File: src/rtl/mrhp_pkg.sv
package mrhp_pkg;

    // parser phases
    typedef enum logic [1:0] {
        PH_WAIT,
        PH_ECHO1,
        PH_ECHO2,
        PH_FIELD
    } phase_t;

    localparam int CNT_W = 4;

    // reply characters
    localparam logic [7:0] CHAR_QMARK = 8'h3F;
    localparam logic [7:0] CHAR_W_UP  = 8'h57;
    localparam logic [7:0] CHAR_W_LO  = 8'h77;
    localparam logic [7:0] CHAR_CR    = 8'd13;
    localparam logic [7:0] CHAR_LF    = 8'd10;

    // keep thresholds and dual-field read limits
    localparam logic [7:0]       KEEP_SINGLE  = 8'd13;
    localparam logic [7:0]       KEEP_DUAL    = 8'd32;
    localparam logic [CNT_W-1:0] DUAL_FIRST_READS  = 4'd2;
    localparam logic [CNT_W-1:0] DUAL_SECOND_READS = 4'd4;

    typedef struct packed {
        phase_t             phase;
        logic [CNT_W-1:0]   read_count;
        logic [31:0]        acc;
        logic               field_num;
    } parse_state_t;

    typedef struct packed {
        logic [31:0] value;
        logic        field_index;
        logic        last;
    } reply_t;

    // case-folded digit weight: 0-9, a-z -> 10-35, anything else 0
    function automatic logic [5:0] digit_weight(input logic [7:0] b);
        logic [7:0] f;
        f = b;
        if (b >= 8'h41 && b <= 8'h5A)
        begin
            f = b + 8'h20;
        end
        if (f >= 8'h30 && f <= 8'h39)
        begin
            return 6'(f - 8'h30);
        end
        else if (f >= 8'h61 && f <= 8'h7A)
        begin
            return 6'(f - 8'h61 + 8'd10);
        end
        return 6'd0;
    endfunction

endpackage

File: src/rtl/mrhp_if.sv
interface mrhp_byte_if;
    logic       valid;
    logic       ready;
    logic [7:0] rx_byte;

    modport source (output valid, output rx_byte, input ready);
    modport sink (input valid, input rx_byte, output ready);
endinterface

interface mrhp_reply_if;
    logic               valid;
    logic               ready;
    logic signed [31:0] value;
    logic               field_index;
    logic               last;

    modport source (output valid, output value, output field_index, output last, input ready);
    modport sink (input valid, input value, input field_index, input last, output ready);
endinterface

File: src/rtl/mrhp_step.sv
module mrhp_step #(
    parameter int SINGLE_FIELD_READS = 10
) (
    input  mrhp_pkg::parse_state_t state_cur,
    input  logic [7:0]             rx_byte,
    input  logic                   two_mode,
    output mrhp_pkg::parse_state_t state_next,
    output logic                   res_valid,
    output mrhp_pkg::reply_t       res
);

    localparam logic [mrhp_pkg::CNT_W-1:0] SINGLE_LIMIT =
        mrhp_pkg::CNT_W'(SINGLE_FIELD_READS);

    logic                         is_w;
    logic                         term;
    logic                         done;
    logic [mrhp_pkg::CNT_W-1:0]   limit;
    logic [7:0]                   keep_above;
    logic [mrhp_pkg::CNT_W-1:0]   cnt_inc;
    logic [31:0]                  acc_upd;

    // field rules for the current mode and field
    always_comb
    begin
        is_w = (rx_byte == mrhp_pkg::CHAR_W_UP) || (rx_byte == mrhp_pkg::CHAR_W_LO);
        if (!two_mode)
        begin
            limit      = SINGLE_LIMIT;
            keep_above = mrhp_pkg::KEEP_SINGLE;
            term       = is_w;
        end
        else if (!state_cur.field_num)
        begin
            limit      = mrhp_pkg::DUAL_FIRST_READS;
            keep_above = mrhp_pkg::KEEP_DUAL;
            term       = is_w || (rx_byte == mrhp_pkg::CHAR_LF);
        end
        else
        begin
            limit      = mrhp_pkg::DUAL_SECOND_READS;
            keep_above = mrhp_pkg::KEEP_DUAL;
            term       = is_w;
        end
    end

    // digit accumulate and read count
    always_comb
    begin
        cnt_inc = state_cur.read_count + 1'b1;
        if (rx_byte > keep_above)
        begin
            acc_upd = {state_cur.acc[27:0], 4'h0}
                    + {26'd0, mrhp_pkg::digit_weight(rx_byte)};
        end
        else
        begin
            acc_upd = state_cur.acc;
        end
        done = term || (cnt_inc >= limit);
    end

    // phase sequencing
    always_comb
    begin
        state_next = state_cur;
        res_valid  = 1'b0;
        res        = '0;
        unique case (state_cur.phase)
            mrhp_pkg::PH_WAIT:
            begin
                if (rx_byte == mrhp_pkg::CHAR_QMARK)
                begin
                    state_next.phase      = mrhp_pkg::PH_ECHO1;
                    state_next.read_count = '0;
                    state_next.acc        = '0;
                    state_next.field_num  = 1'b0;
                end
            end
            mrhp_pkg::PH_ECHO1:
            begin
                if ((!two_mode && rx_byte == mrhp_pkg::CHAR_CR)
                    || (two_mode && rx_byte == mrhp_pkg::CHAR_LF))
                begin
                    state_next.phase      = mrhp_pkg::PH_FIELD;
                    state_next.read_count = '0;
                    state_next.acc        = '0;
                    state_next.field_num  = 1'b0;
                end
                else
                begin
                    state_next.phase = mrhp_pkg::PH_ECHO2;
                end
            end
            mrhp_pkg::PH_ECHO2:
            begin
                state_next.phase      = mrhp_pkg::PH_FIELD;
                state_next.read_count = '0;
                state_next.acc        = '0;
                state_next.field_num  = 1'b0;
            end
            mrhp_pkg::PH_FIELD:
            begin
                if (!done)
                begin
                    state_next.acc        = acc_upd;
                    state_next.read_count = cnt_inc;
                end
                else
                begin
                    res_valid = 1'b1;
                    // terminator byte is not kept
                    res.value = term ? state_cur.acc : acc_upd;
                    if (two_mode && !state_cur.field_num)
                    begin
                        res.field_index       = 1'b0;
                        res.last              = 1'b0;
                        state_next.phase      = mrhp_pkg::PH_FIELD;
                        state_next.read_count = '0;
                        state_next.acc        = '0;
                        state_next.field_num  = 1'b1;
                    end
                    else
                    begin
                        res.field_index       = two_mode;
                        res.last              = 1'b1;
                        state_next.phase      = mrhp_pkg::PH_WAIT;
                        state_next.read_count = '0;
                        state_next.acc        = '0;
                        state_next.field_num  = 1'b0;
                    end
                end
            end
            default:
            begin
                state_next = state_cur;
            end
        endcase
    end

endmodule

File: src/rtl/motor_reply_hex_parser.sv
// Motor controller reply parser.
// Byte channel (rx_chan): one received serial byte per request, valid/ready.
// Reply channel (reply_chan): one decoded hex value per request, with
//   field_index (0 first field, 1 left speed) and last (reply complete).
// cfg_wr_en/cfg_wr_data write reply_mode (0 single value, 1 two values);
//   write it only while no reply is in progress.
// Each byte is parsed in the cycle it is accepted; the value it completes
//   appears on reply_chan on the next cycle.
// Throughput is one byte per cycle while the receiver takes held replies, set by
//   the registered state update feeding the one-entry reply register.
// While a reply is held and the receiver stalls, rx_chan.ready is low and
//   input waits; a held reply taken in the same cycle lets the next byte in.
// Reset: waiting for '?', mode 0, reply register empty.
module motor_reply_hex_parser #(
    parameter int SINGLE_FIELD_READS = 10
) (
    input  logic                clk,
    input  logic                rst_n,
    mrhp_byte_if.sink           rx_chan,
    mrhp_reply_if.source        reply_chan,
    input  logic                cfg_wr_en,
    input  logic                cfg_wr_data
);

    localparam int MAX_READS = (SINGLE_FIELD_READS > 4) ? SINGLE_FIELD_READS : 4;

    mrhp_pkg::parse_state_t state_reg;
    mrhp_pkg::parse_state_t state_next;
    mrhp_pkg::reply_t       out_reg;
    mrhp_pkg::reply_t       step_res;
    logic                   step_valid;
    logic                   out_valid_reg;
    logic                   mode_reg;
    logic                   rx_take;

    assign rx_chan.ready = !out_valid_reg || reply_chan.ready;
    assign rx_take       = rx_chan.valid && rx_chan.ready;

    mrhp_step #(
        .SINGLE_FIELD_READS (SINGLE_FIELD_READS)
    ) u_step (
        .state_cur  (state_reg),
        .rx_byte    (rx_chan.rx_byte),
        .two_mode   (mode_reg),
        .state_next (state_next),
        .res_valid  (step_valid),
        .res        (step_res)
    );

    // mode register
    always_ff @(posedge clk or negedge rst_n)
    begin
        if (!rst_n)
        begin
            mode_reg <= 1'b0;
        end
        else if (cfg_wr_en)
        begin
            mode_reg <= cfg_wr_data;
        end
    end

    // parser state
    always_ff @(posedge clk or negedge rst_n)
    begin
        if (!rst_n)
        begin
            state_reg.phase      <= mrhp_pkg::PH_WAIT;
            state_reg.read_count <= '0;
            state_reg.acc        <= '0;
            state_reg.field_num  <= 1'b0;
        end
        else if (rx_take)
        begin
            state_reg <= state_next;
        end
    end

    // reply register
    always_ff @(posedge clk or negedge rst_n)
    begin
        if (!rst_n)
        begin
            out_valid_reg <= 1'b0;
        end
        else if (rx_take && step_valid)
        begin
            out_valid_reg <= 1'b1;
        end
        else if (reply_chan.ready)
        begin
            out_valid_reg <= 1'b0;
        end
    end

    always_ff @(posedge clk)
    begin
        if (rx_take && step_valid)
        begin
            out_reg <= step_res;
        end
    end

    assign reply_chan.valid       = out_valid_reg;
    assign reply_chan.value       = $signed(out_reg.value);
    assign reply_chan.field_index = out_reg.field_index;
    assign reply_chan.last        = out_reg.last;

    // checks
    a_left_is_last: assert property (@(posedge clk) disable iff (!rst_n)
        reply_chan.valid && reply_chan.field_index |-> reply_chan.last)
        else $error("left speed value without last");

    a_result_from_field: assert property (@(posedge clk) disable iff (!rst_n)
        step_valid |-> state_reg.phase == mrhp_pkg::PH_FIELD)
        else $error("result outside field phase");

    a_last_to_wait: assert property (@(posedge clk) disable iff (!rst_n)
        rx_take && step_valid && step_res.last |=> state_reg.phase == mrhp_pkg::PH_WAIT)
        else $error("parser did not return to wait after last value");

    a_count_bound: assert property (@(posedge clk) disable iff (!rst_n)
        state_reg.read_count < mrhp_pkg::CNT_W'(MAX_READS))
        else $error("read count beyond field limit");

endmodule

File: src/flat_wrapper.sv
// flat-port wrapper written by rule: the top's interface ports become plain ports
module motor_reply_hex_parser_flat 
#(
    parameter int SINGLE_FIELD_READS = 10
)
  (clk, rst_n, cfg_wr_en, cfg_wr_data, rx_chan_valid, rx_chan_rx_byte, rx_chan_ready, reply_chan_valid, reply_chan_value, reply_chan_field_index, reply_chan_last, reply_chan_ready);
  mrhp_byte_if rx_chan_i ();
  mrhp_reply_if reply_chan_i ();
  input  logic clk;
  input  logic rst_n;
  input  logic cfg_wr_en;
  input  logic cfg_wr_data;
  input wire logic [$bits(rx_chan_i.valid)-1:0] rx_chan_valid;
  input wire logic [$bits(rx_chan_i.rx_byte)-1:0] rx_chan_rx_byte;
  output wire logic [$bits(rx_chan_i.ready)-1:0] rx_chan_ready;
  output wire logic [$bits(reply_chan_i.valid)-1:0] reply_chan_valid;
  output wire logic [$bits(reply_chan_i.value)-1:0] reply_chan_value;
  output wire logic [$bits(reply_chan_i.field_index)-1:0] reply_chan_field_index;
  output wire logic [$bits(reply_chan_i.last)-1:0] reply_chan_last;
  input wire logic [$bits(reply_chan_i.ready)-1:0] reply_chan_ready;
  assign rx_chan_i.valid = rx_chan_valid;
  assign rx_chan_i.rx_byte = rx_chan_rx_byte;
  assign rx_chan_ready = rx_chan_i.ready;
  assign reply_chan_valid = reply_chan_i.valid;
  assign reply_chan_value = reply_chan_i.value;
  assign reply_chan_field_index = reply_chan_i.field_index;
  assign reply_chan_last = reply_chan_i.last;
  assign reply_chan_i.ready = reply_chan_ready;
  motor_reply_hex_parser #(.SINGLE_FIELD_READS(SINGLE_FIELD_READS)) u_core (.clk(clk), .rst_n(rst_n), .rx_chan(rx_chan_i), .reply_chan(reply_chan_i), .cfg_wr_en(cfg_wr_en), .cfg_wr_data(cfg_wr_data));
endmodule
File: config.mk
export PLATFORM = sky130hd
export DESIGN_NAME = motor_reply_hex_parser_flat
export DESIGN_NICKNAME = d
export VERILOG_FILES = /design/src/rtl/mrhp_pkg.sv /design/src/rtl/mrhp_if.sv /design/src/rtl/mrhp_step.sv /design/src/rtl/motor_reply_hex_parser.sv /design/src/flat_wrapper.sv
export SDC_FILE = /design/constraint.sdc
export NUM_CORES = 1
export LEC_CHECK = 0
export BUFFER_PORTS_ARGS = -buffer_cell sky130_fd_sc_hd__buf_2
export CAP_MARGIN = 20
export CORE_AREA = 10 10 117 119
export CTS_CLUSTER_DIAMETER = 50
export CTS_CLUSTER_SIZE = 10
export DETAILED_ROUTE_END_ITERATION = 16
export DIE_AREA = 0 0 127 129
export PLACE_DENSITY_LB_ADDON = 0.25
export SLEW_MARGIN = 25
export SYNTH_ARGS = -nofsm -noshare
export SYNTH_HDL_FRONTEND = slang
export SYNTH_HIERARCHICAL = 1
export SYNTH_SLANG_ARGS = --single-unit
File: constraint.sdc
create_clock -name clk -period 7.2 [get_ports clk]
set_input_delay 2.16 -clock clk [delete_from_list [all_inputs] [get_ports clk]]
set_output_delay 2.16 -clock clk [all_outputs]
set_load 0.05 [all_outputs]
---- Yosys cells after proc, flatten, opt, wreduce, memory -nomap -nowiden ----
Cells that the tools add are included.
cells by class
  $add $sub $neg .......................... 6
  order comparisons ....................... 8
  equal/unequal tests ..................... 11
  muxes and demuxes ....................... 29
  bitwise logic cells ..................... 2
  reduce and logical (&&, ||, !) cells .... 23
operators by type and width
  cell                                                                                 count
  39-bit one-hot mux with 4 select lines                                               1
  39-bit 2-to-1 mux                                                                    2
  32-bit 2-to-1 mux                                                                    2
  37-bit 2-to-1 mux                                                                    1
  36-bit 2-to-1 mux                                                                    1
  32-bit by 6-bit adder with 32-bit output                                             1
  6-bit 2-to-1 mux                                                                     5
  8-bit by 4-bit equality test with 1-bit output, second input constant                2
  8-bit by 7-bit equality test with 1-bit output, second input constant                2
  8-bit by 7-bit greater-or-equal comparator with 1-bit output, second input constant  2
  8-bit by 7-bit less-or-equal comparator with 1-bit output, second input constant     2
  8-bit 2-to-1 mux                                                                     2
  1-bit 2-to-1 mux                                                                     12
  6-bit subtractor, second input constant                                              2
  8-bit by 6-bit adder with 8-bit output, second input constant                        1
  8-bit by 6-bit equality test with 1-bit output, second input constant                1
  8-bit by 6-bit greater-or-equal comparator with 1-bit output, second input constant  1
  8-bit > comparator                                                                   1
  8-bit by 6-bit less-or-equal comparator with 1-bit output, second input constant     1
  1-bit logical AND                                                                    8
  6-bit by 4-bit adder with 6-bit output, second input constant                        1
  2-bit != test, second input constant                                                 3
  3-bit AND reduction                                                                  2
  1-bit logical OR                                                                     5
  other kinds (14)                                                                     18
storage, ports and cells
  register bits after elaboration ......... 75
  input bits .............................. 14
  output and inout bits ................... 36

---- Logic depth before layout (Yosys ltp) ----
Gate-level depths: netlist (run 1).
  depth after elaboration ................. 15
  depth in mapped cells ................... 19

---- Hierarchy ----
The synthesis (run 1) kept the hierarchy.
modules (own cells, without submodules)
  module                  instances  cells an instance  area each (um^2)  sequential area each (um^2)
  motor_reply_hex_parser  1          124                2,601.2           2,047.0
  mrhp_step               1          369                2,427.3           0.0

---- Worst setup path after synthesis (run 1) ----
Ideal clock, no wire load.
  path kind ............................... input-to-reg
  start point ............................. input port rx_chan_rx_byte[0]
  end point ............................... register u_core/state_reg[29] in the netlist's numbering
  arrival ................................. 5.550 ns
  setup slack ............................. 1.525 ns
  stages on the path ...................... 19
  path through ............................ inv_1 > ha_1 > or4b_4 > o21ai_0 > o31ai_1 > ha_1 > a21bo_2 > a21o_1 > nor2_1 > nand2_1 > nand3_1 > ha_1 > fa_1 > nand2_1 > nor2_1 > and3_1 > xnor2_1 > o32ai_1 > mux2_4
RTL lines
  item                    line                          source
  start: declaration      flat_wrapper.sv:14            input wire logic [$bits(rx_chan_i.rx_byte)-1:0] rx_chan_rx_byte;
  end signal: assignment  motor_reply_hex_parser.sv:75  state_reg <= state_next;
  end: declaration        motor_reply_hex_parser.sv:27  mrhp_pkg::parse_state_t state_reg;

==> results.ini, run 1 <==
[floorplanning]
die_area_sq_um=16380
initial_core_util=0.4442
fp.dieW_microns=127
chipHeight_microns=129
num_rows=39
pin_count=50
core_sq_um=11320

[timing]
setup_viol=0
fin_crit_ns=6.067
tns_ns=0
slew_viol_final=0
max_slew_margin=0.2981
hold_viol=0
rsz0062_at_grt=no
skew_ns=0.008023
fmax_mhz=164.8
period_share=0.8427
worstMarginPinSlew_ns=1.043
hold_slack_ns=0.5365

[power]
p_leak_nw=2.346
share_seq_of_total_power=0.339
p_int_mw=1.064
pwr_density_cell_nw_per_um2=336.1
power_frac_comb=0.422
clkPwrFrac=0.239
ir_drop_mv=0.2757
power_mw=1.892
swShare=0.4375
p_sw_mw=0.8278

[setup_path]
r2r_start=u_core/state_reg[33]$_DFFE_PN0P_
crit_fanout=6
cp.arrival_ns=6.30
crit_type=in2reg
startpoint_type=input port
worst_setup_path_end_kind=flip-flop
worstPathRequired_ns=7.43
startpoint=rx_chan_rx_byte[0]

[clock_tree]
cts.sinks=75
insertion_delay_ns=0.34
tritoncts=done
cts_inserted_buffers=9
cts_root_buffer=clkbuf_16
cts.clk_slew.worst_paths_ns=0.06
post_cts_buffers=0
ctsHoldBuffers=0
htree_levels=3
cts_resized=0
cts_max_path_buffers=2

[route]
via_count=3829
drc=0
drt-total-wl_microns=11670
wl_per_cell_microns=17.26
postRouteAntennaNets=0
drt_iter0_drc=326
vias_per_cell=5.664
drt_first_pass_iters=4

[grt]
antenna_found_initial=0
grt_pass1_vias=3859
grt_pass1_wl_microns=19680
grt_start_max_net_pins=42
grt-ovfl-total=0
track_usage=0.1464

[logic_synthesis]
synth_cell_types=67
synth_top_family_by_area=simple AND/OR/NAND/NOR gates
synthSimpleGateAreaFrac=0.1831
ys.flop_type=dfrtp_1
synth_top_area_share=0.2040
synthXorXnorAreaFrac=0.05051
synth_compound_area_frac=0.1585
synth_area_leaders=dfrtp_1 20%, edfxtp_1 20%, mux2_2 6.9%
avgSynthCellArea_sq_um=10.20
synth_area_leader_cell=dfrtp_1
synth_commonest_cells=54 x nand2_1, 41 x dfrtp_1, 40 x nor2_1
synthArstFlopShare=0.5467
synth_area_sq_um=5029
synthMuxAreaShare=0.1033
yosysSeqAreaShare=0.4071
synth_edf_count=34
synth_most_common_cell=nand2_1
yosysWarnings=6
syn_nets=525
syn_inst=493
synth-adder-area-share=0.04628
ys_seq_elements=75

[hold_path]
hp-start=u_core/state_reg[30]$_DFFE_PN0P_
min_path_type=reg2reg

[run]
maxCapViolCount=0

[layout]
seqCellArea_sq_um=2047
fillers=1033
drive_gt1_frac=0.2720
n_antenna_cell=0
largest_register_ffs=39
synthToLayoutAreaGrowth_pct=11.97
nNetsFinal=560
multiInputGateArea_sq_um=2745

[placement]
port_buffers=49
hpwl_microns=8003
finalWeightedCongestion=0.7953

[outcome]
status=finished clean

## placed cells by master, fill, tap and decap left out, drive strengths merged, types with 5 or more instances in the layout
master	instances
a21oi	9
xor2	21
nand4	11
clkbuf	11
nor2	41
o21ai	41
edfxtp	34
ha	17
mux2	41
buf	54
or2	5
a211oi	25
nand2	55
inv	11
nor4	5
nand3	16
nand2b	5
and3	7
nor2b	6
nor3	10
dfrtp	41
xnor2	8
## power by group through the flow
stage	combinational [mW]	clock [mW]	sequential [mW]
global placement	0.779	0	0.646
global route	0.872	0.480	0.656
finish	0.799	0.452	0.641
detailed placement	0.793	0	0.651
floorplan	0.499	0	0.788
CTS	0.796	0.461	0.644
## layout make-up
type                            instances  area share
Timing Repair Buffer                   54     0.05644
Clock inverter                          5    0.009333
Multi-Input combinational cell        376      0.4876
Tap cell                              143     0.03178
Clock buffer                           11     0.04311
Sequential cell                        75      0.3636
Inverter                               12    0.008222
## metrics by stage
step,instance area [sq um],std cells,worst slack [ns],utilization
5_1_grt,5630,676,0.7671,0.4973
3_3_place_gp,5279,658,0.9825,0.4663
2_1_floorplan,5029,493,1.525,-
3_5_place_dp,5311,659,0.8070,0.4692
4_1_cts,5607,675,1.154,0.4952
6_report,5630,676,1.133,0.4973
## worst max-delay path, stage by stage
cell and delay [ns]:
buf_2 0.13, inv_1 0.20, ha_1 0.23, nand2b_1 0.12, a21oi_1 0.13, o31ai_1 0.46
ha_1 0.28, a21bo_2 0.23, a21o_1 0.21, nor2_1 0.22, nand2_1 0.09, nand3_1 0.10
ha_1 0.19, fa_1 0.24, nand2_1 0.14, nor2_1 0.34, and3_1 0.25, xnor2_1 0.15
o32ai_1 0.13, mux2_4 0.30
## final timing paths
path,to,slack [ns],cells past startpoint
setup reg to reg,u_core/state_reg[23]$_DFFE_PN0P_,3.94,10
hold / removal,u_core/state_reg[30]$_DFFE_PN0P_,0.54,1
hold reg to reg,u_core/state_reg[30]$_DFFE_PN0P_,0.54,1
max in group asynchronous,u_core/state_reg[37]$_DFFE_PN0P_,5.00,1
min in group asynchronous,u_core/reply_chan.valid$_DFFE_PN0P_,1.81,1
setup / recovery,u_core/state_reg[29]$_DFFE_PN0P_,1.13,20
## kinds of logic (layout without fill, tap and decap cells)
logic type      after synthesis  after routing
simple gates                177            177
xor+xnor                     29             29
buf+inv                      42             82
compound gates              109            109
mux                          43             43
fa+ha+maj                    18             18
flops                        75             75
## layer usage
layer,vias to the layer above,part of all wire,track usage
met5,-,0,0
met4,0,0.013,0.04956
met3,10,0.053,0.03984
met2,79,0.47,0.2336
met1,1865,0.46,0.1878
li1,1875,-,-
Power figures use the tool's default switching activity.
==> run 2: changes to the inputs <==
Clock period 7.2 ns to 6.1 ns, I/O delays scaled along.
==> run 2 against run 1 <==
  * Cell count grew 0.15%
  * Sequential cell count unchanged
  * First-iteration DRC count is 25% higher
  * Sequential share of layout area increased by 0.081 points
  * Cell area shrank 0.22%
  * Global-route usage increased by 0.15 points
  * Combinational power grew 20%
  * Clock power rose by 17%
  * Critical endpoint unchanged
==> results.ini, run 2 (synthesis gave the netlist of run 1 again) <==
[route]
via_count=3895  ; was 3829
postRouteAntennaNets=0  ; unchanged
drt-total-wl_microns=11930  ; was 11670 microns
wl_per_cell_microns=17.62  ; was 17.26 microns
vias_per_cell=5.753  ; was 5.664
drt_iter0_drc=406  ; was 326
drt_first_pass_iters=4  ; unchanged
drc=0  ; unchanged

[placement]
hpwl_microns=8076  ; was 8003 microns
dp_slack_ns=0.05353  ; was 0.8070 ns
finalWeightedCongestion=0.8072  ; was 0.7953
port_buffers=49  ; unchanged
numPlacedInstances=660  ; was 659
placed_area_sq_um=5299  ; was 5311 sq um

[layout]
nNetsFinal=561  ; was 560
n_antenna_cell=0  ; unchanged
fillers=1050  ; was 1033
synthToLayoutAreaGrowth_pct=11.72  ; was 11.97%
final_common_cell=nand2_1  ; unchanged
instances_no_fill=677  ; was 676
final_area_sq_um=5618  ; was 5630 sq um
layout_common_cells=54 x nand2_1, 48 x buf_2, 41 x dfrtp_1, 39 x nor2_1, 34 x edfxtp_1  ; unchanged
largest_register_ffs=39  ; unchanged
drive_gt1_frac=0.2659  ; was 0.2720

[setup_path]
cp_num_cells=20  ; unchanged
cp_top_family=simple AND/OR/NAND/NOR gates  ; unchanged
startpoint=rx_chan_rx_byte[0]  ; unchanged
crit_fanout=6  ; unchanged
worst-path-buf-inv=2  ; unchanged
slowest_delay_ns=0.48  ; was 0.46 ns
worstPathRequired_ns=6.33  ; was 7.43 ns
crit_type=in2reg  ; unchanged
reg2reg_depth=9  ; was 10
startpoint_type=input port  ; unchanged
crit_chain=buf_2, inv_1, ha_1, nand2b_1, a21oi_1, o31ai_1, ha_1, a21bo_2, a21o_1, nor2_1, nand2_1, nand3_1, ha_1, fa_1, nand2_1, nor2_1, and3_1, xnor2_1, o32ai_1, mux2_4  ; unchanged
slowest_stage=o31ai_1  ; unchanged
path_common_cell=ha_1  ; unchanged
cp.arrival_ns=5.95  ; was 6.30 ns
worst_setup_path_end_kind=flip-flop  ; unchanged
r2r_start=u_core/state_reg[35]$_DFFE_PN0P_  ; was u_core/state_reg[33]$_DFFE_PN0P_

[clock_tree]
ctsHoldBuffers=0  ; unchanged
cts_max_path_buffers=2  ; unchanged
cts_root_buffer=clkbuf_16  ; unchanged
cts.clk_slew.worst_paths_ns=0.06  ; about the same
cts.sinks=75  ; unchanged
insertion_delay_ns=0.34  ; about the same
htree_levels=3  ; unchanged
cts_inserted_buffers=9  ; unchanged
cts_resized=0  ; unchanged
post_cts_buffers=0  ; unchanged
tritoncts=done  ; unchanged

[timing]
setup_viol=0  ; unchanged
fmax_mhz=174.7
rsz0062_at_grt=no  ; unchanged
skew_ns=0.01012  ; was 0.008023 ns
setup_ws_ns=0.3748  ; was 1.133 ns
fin_crit_ns=5.725
worstMarginPinSlew_ns=1.048  ; was 1.043 ns
period_share=0.9386
max_slew_margin=0.3011  ; was 0.2981
slew_viol_final=0  ; unchanged
hold_viol=0  ; unchanged
tns_ns=0  ; unchanged
hold_slack_ns=0.5445  ; was 0.5365 ns

[power]
p_leak_nw=2.343  ; was 2.346 nW
pwr_density_cell_nw_per_um2=398.7  ; was 336.1 nW/um^2
ir_drop_mv=0.3209  ; was 0.2757 mV

[grt]
grt_pass1_vias=3816  ; was 3859
antenna_found_initial=0  ; unchanged
track_usage=0.1479  ; was 0.1464
grt-ovfl-total=0  ; unchanged
grt_start_max_net_pins=42  ; unchanged
grt_pass1_wl_microns=19730  ; was 19680 microns

[floorplanning]
chipHeight_microns=129  ; unchanged
core_sq_um=11320  ; unchanged
initial_core_util=0.4442  ; unchanged
num_rows=39  ; unchanged
fp.dieW_microns=127  ; unchanged
pin_count=50  ; unchanged
die_area_sq_um=16380  ; unchanged

[outcome]
status=finished clean  ; unchanged

[run]
maxCapViolCount=0  ; unchanged

[hold_path]
hp-start=u_core/state_reg[29]$_DFFE_PN0P_  ; was u_core/state_reg[30]$_DFFE_PN0P_
whs_path_depth=1  ; unchanged
min_path_type=reg2reg  ; unchanged

==> run 2: worst register-to-register path: stages (launching register included) <==
cell     delay, ns
dfrtp_1       0.43
nand3_1       0.13
xnor2_1       0.24
ha_1          0.29
a21oi_1       0.13
o21ai_0       0.15
or4_1         0.65
or2_2         0.64
o21ai_0       0.27
mux2_4        0.17
==> run 2: final timing paths <==
| kind | endpoint | slack [ns] |
|---|---|---|
| max | u_core/state_reg[29]$_DFFE_PN0P_ | 0.37 |
| min | u_core/state_reg[29]$_DFFE_PN0P_ | 0.54 |
| max reg2reg | u_core/state_reg[31]$_DFFE_PN0P_ | 2.94 |
| min reg2reg | u_core/state_reg[29]$_DFFE_PN0P_ | 0.54 |
| max in group asynchronous | u_core/state_reg[5]$_DFFE_PN0P_ | 4.19 |
| min in group asynchronous | u_core/state_reg[6]$_DFFE_PN0P_ | 1.49 |
==> run 2: cell type report <==
type,count,area (sq um),share of cell area
tap,143,178.9,0.03185
clock inverter,3,38.79,0.006904
inverter,12,46.29,0.008241
clock buffer,13,250.2,0.04454
multi-input combinational,376,2744,0.4884
timing repair buffer,55,312.8,0.05568
sequential,75,2047,0.3644
==> run 2: power breakdown <==
| group | switching (mW) | leakage, nW | internal [mW] |
|---|---|---|---|
| Combinational | 0.675 | 1.33 | 0.280 |
| Sequential | 0.0967 | 0.875 | 0.661 |
| Clock | 0.200 | 0.141 | 0.326 |
| Total | 0.973 | 2.34 | 1.27 |
==> run 2: layer usage <==
| layer | global-route usage | up-vias | wire length (microns) | part of all wire |
|---|---|---|---|---|
| met5 | 0 | - | 0 | 0 |
| met4 | 0.05023 | 0 | 145 | 0.012 |
| met3 | 0.04969 | 11 | 702 | 0.059 |
| met2 | 0.2363 | 110 | 5662 | 0.47 |
| met1 | 0.1835 | 1900 | 5421 | 0.45 |
| li1 | - | 1874 | - | - |
==> run 2: through the flow <==
| stage | utilization | total power [mW] |
|---|---|---|
| floorplan | - | 1.518 |
| global placement | 0.4676 | 1.692 |
| detailed placement | 0.4681 | 1.709 |
| CTS | 0.4936 | 2.243 |
| global route | 0.4962 | 2.378 |
| finish | 0.4962 | 2.240 |
==> run 3: changes to the inputs <==
Clock period 6.1 ns to 4.6 ns, I/O delays scaled along.
==> run 3 against run 2 <==
  * The flow now finishes with violations (setup timing)
  * Clock-buffer cell count is 1 higher
  * Cell area grew 12%
  * Critical path depth is 2 lower
  * Power increased by 38%
  * Sequential power is 35% higher
  * Register-to-register slack got worse by 1.4 ns
  * Critical path type unchanged
  * Largest power group unchanged
  * Highest routed layer unchanged
==> results.ini, run 3 (synthesis gave the netlist of run 1 again) <==
[power]
share_seq_of_total_power=0.331  ; was 0.338
p_sw_mw=1.341  ; was 0.9725 mW
clkPwrFrac=0.233  ; was 0.235
pwr_density_cell_nw_per_um2=491.4  ; was 398.7 nW/um^2
power_mw=3.081  ; was 2.240 mW
p_int_mw=1.740  ; was 1.267 mW
power_frac_comb=0.436  ; was 0.426
swShare=0.4354  ; was 0.4342
ir_drop_mv=0.4669  ; was 0.3209 mV
p_leak_nw=2.614  ; was 2.343 nW

[clock_tree]
ctsHoldBuffers=0  ; unchanged
cts.clk_slew.worst_paths_ns=0.06  ; about the same
cts_root_buffer=clkbuf_16  ; unchanged
insertion_delay_ns=0.35  ; was 0.34 ns
htree_levels=3  ; unchanged
tritoncts=done  ; unchanged
cts.sinks=75  ; unchanged
cts_inserted_buffers=9  ; unchanged
cts_max_path_buffers=2  ; unchanged

[floorplanning]
initial_core_util=0.4442  ; unchanged
die_area_sq_um=16380  ; unchanged
core_sq_um=11320  ; unchanged
pin_count=50  ; unchanged
num_rows=39  ; unchanged
fp.dieW_microns=127  ; unchanged
chipHeight_microns=129  ; unchanged

[grt]
grt_pass1_vias=3980  ; was 3816
grt_pass1_wl_microns=19880  ; was 19730 microns
grt_start_max_net_pins=42  ; unchanged
grt-ovfl-total=0  ; unchanged
antenna_found_initial=0  ; unchanged
track_usage=0.1488  ; was 0.1479

[route]
postRouteAntennaNets=0  ; unchanged
vias_per_cell=5.766  ; was 5.753
drt_first_pass_iters=5  ; was 4
drt_iter0_drc=327  ; was 406
via_count=4111  ; was 3895
drc=0  ; unchanged
drt-total-wl_microns=12630  ; was 11930 microns
wl_per_cell_microns=17.71  ; was 17.62 microns

[outcome]
status=finished with violations  ; was finished clean
violations=setup timing

[timing]
setup_ws_ns=-0.02949  ; was 0.3748 ns
max_slew_margin=0.4801  ; was 0.3011
worstMarginPinSlew_ns=0.7780  ; was 1.048 ns
slew_viol_final=0  ; unchanged
hold_viol=0  ; unchanged
fin_crit_ns=4.629
rsz0062_at_grt=yes  ; was no
period_share=1.006
fmax_mhz=216.0
tns_ns=-0.05715  ; was 0 ns
skew_ns=0.007661  ; was 0.01012 ns
setup_viol=3  ; was 0

[placement]
hpwl_microns=8672  ; was 8076 microns
dp_slack_ns=-0.5208  ; was 0.05353 ns
port_buffers=49  ; unchanged
finalWeightedCongestion=0.8672  ; was 0.8072
numPlacedInstances=694  ; was 660

[setup_path]
worst_setup_path_end_kind=flip-flop  ; unchanged
crit_type=in2reg  ; unchanged
r2r_slack_ns=1.56  ; was 2.94 ns
crit_fanout=5  ; was 6
worstPathRequired_ns=4.83  ; was 6.33 ns
reg2reg_depth=11  ; was 9
crit_chain=buf_8, clkinvlp_4, ha_4, or4b_4, o21ai_4, o31ai_4, ha_2, a21bo_2, a21o_1, nor3_2, a31o_4, ha_4, a21o_1, nand4_1, xnor2_2, mux2_4, a22o_1, mux2_2  ; was buf_2, inv_1, ha_1, nand2b_1, a21oi_1, o31ai_1, ha_1, a21bo_2, a21o_1, nor2_1, nand2_1, nand3_1, ha_1, fa_1, nand2_1, nor2_1, and3_1, xnor2_1, o32ai_1, mux2_4
slowest_delay_ns=0.48  ; about the same
slowest_stage=or4b_4  ; was o31ai_1
r2r_end=u_core/reply_chan.value[18]$_DFFE_PP_  ; was u_core/state_reg[31]$_DFFE_PN0P_
cp.arrival_ns=4.86  ; was 5.95 ns
r2r_start=u_core/state_reg[33]$_DFFE_PN0P_  ; was u_core/state_reg[35]$_DFFE_PN0P_
startpoint_type=input port  ; unchanged

[hold_path]
whs_path_depth=1  ; unchanged
min_to=u_core/state_reg[31]$_DFFE_PN0P_  ; was u_core/state_reg[29]$_DFFE_PN0P_
hp-start=u_core/state_reg[31]$_DFFE_PN0P_  ; was u_core/state_reg[29]$_DFFE_PN0P_
min_path_type=reg2reg  ; unchanged

[layout]
nNetsFinal=597  ; was 561
largest_register_ffs=39  ; unchanged
layout_common_cells=52 x nand2_1, 46 x buf_2, 42 x buf_4, 41 x dfrtp_1, 36 x nor2_1  ; was 54 x nand2_1, 48 x buf_2, 41 x dfrtp_1, 39 x nor2_1, 34 x edfxtp_1
synthToLayoutAreaGrowth_pct=24.68  ; was 11.72%
drive_gt1_frac=0.4000  ; was 0.2659
instances_no_fill=713  ; was 677
final_common_cell=nand2_1  ; unchanged
n_antenna_cell=0  ; unchanged

[run]
maxCapViolCount=0  ; unchanged

==> run 3: changes by cell type in the layout (fill, tap and decap cells not counted), moves of 4 or more <==
| cell | change |
|---|---|
| a211oi_1 | -4 |
| a211oi_2 | +4 |
| buf_4 | +36 |
| ha_1 | -6 |
| ha_4 | +4 |
| nand3_1 | -5 |
| nand3_2 | +5 |
| o21ai_0 | -6 |
| o21ai_1 | +5 |
| xnor2_1 | -4 |
| xor2_1 | -9 |
| xor2_2 | +9 |
==> run 3: area by class of cell <==
cell class / instances / area, sq um
Fill cell: 997 / 5051
Multi-Input combinational cell: 376 / 3087
Sequential cell: 75 / 2047
Timing Repair Buffer: 91 / 603.1
Clock buffer: 14 / 264.0
Tap cell: 143 / 178.9
Inverter: 12 / 55.05
Clock inverter: 2 / 35.03
==> run 3: power by group through the flow <==
stage	Clock [mW]	Combinational [mW]	Sequential, mW
2_1_floorplan	0	0.785	1.23
3_3_place_gp	0	1.28	1.01
3_5_place_dp	0	1.31	1.02
4_1_cts	0.734	1.32	1.01
5_1_grt	0.769	1.45	1.04
6_report	0.719	1.34	1.02
==> run 3: metal layers <==
metal	share of wire	GRT usage	vias to the layer above	wire length [microns]
li1	-	-	1951	-
met1	0.45	0.1825	2026	5724
met2	0.48	0.2403	115	5997
met3	0.050	0.04353	19	634
met4	0.021	0.06095	0	268
met5	0	0	-	0
==> run 3: worst max path at each step <==
stage                             from                               end  slack (ns)  cells past startpoint
global placement    rx_chan_rx_byte[0]  u_core/state_reg[26]$_DFFE_PN0P_       -0.32                     18
floorplan           rx_chan_rx_byte[0]  u_core/state_reg[29]$_DFFE_PN0P_       -0.06                     19
CTS                 rx_chan_rx_byte[0]  u_core/state_reg[22]$_DFFE_PN0P_        0.02                     19
global route        rx_chan_rx_byte[0]  u_core/state_reg[23]$_DFFE_PN0P_       -0.20                     20
detailed placement  rx_chan_rx_byte[0]  u_core/state_reg[29]$_DFFE_PN0P_       -0.52                     19
finish              rx_chan_rx_byte[0]  u_core/state_reg[14]$_DFFE_PN0P_       -0.03                     18
==> run 3: stage by stage <==
step           instance area (sq um)  utilization  hold slack (ns)
2_1_floorplan                   5097            -           0.4739
3_3_place_gp                    5609       0.4955           0.5127
3_5_place_dp                    5637       0.4979           0.5328
4_1_cts                         5948       0.5254           0.5476
5_1_grt                         6270       0.5538           0.5642
6_report                        6270       0.5538           0.5471
==> run 3: critical path, delay by kind of cell <==
kind | cells | cell delay, ns
simple gates | 3 | 0.71
buf+inv | 2 | 0.20
fa+ha+maj | 3 | 0.59
xor+xnor | 1 | 0.18
compound gates | 7 | 1.24
mux | 2 | 0.55
==> run 3: what timing repair did <==
item,in CTS,in global routing
resized for setup,3,59
setup buffers,0,3
setup endpoints to repair,35,40
pin swaps,0,22
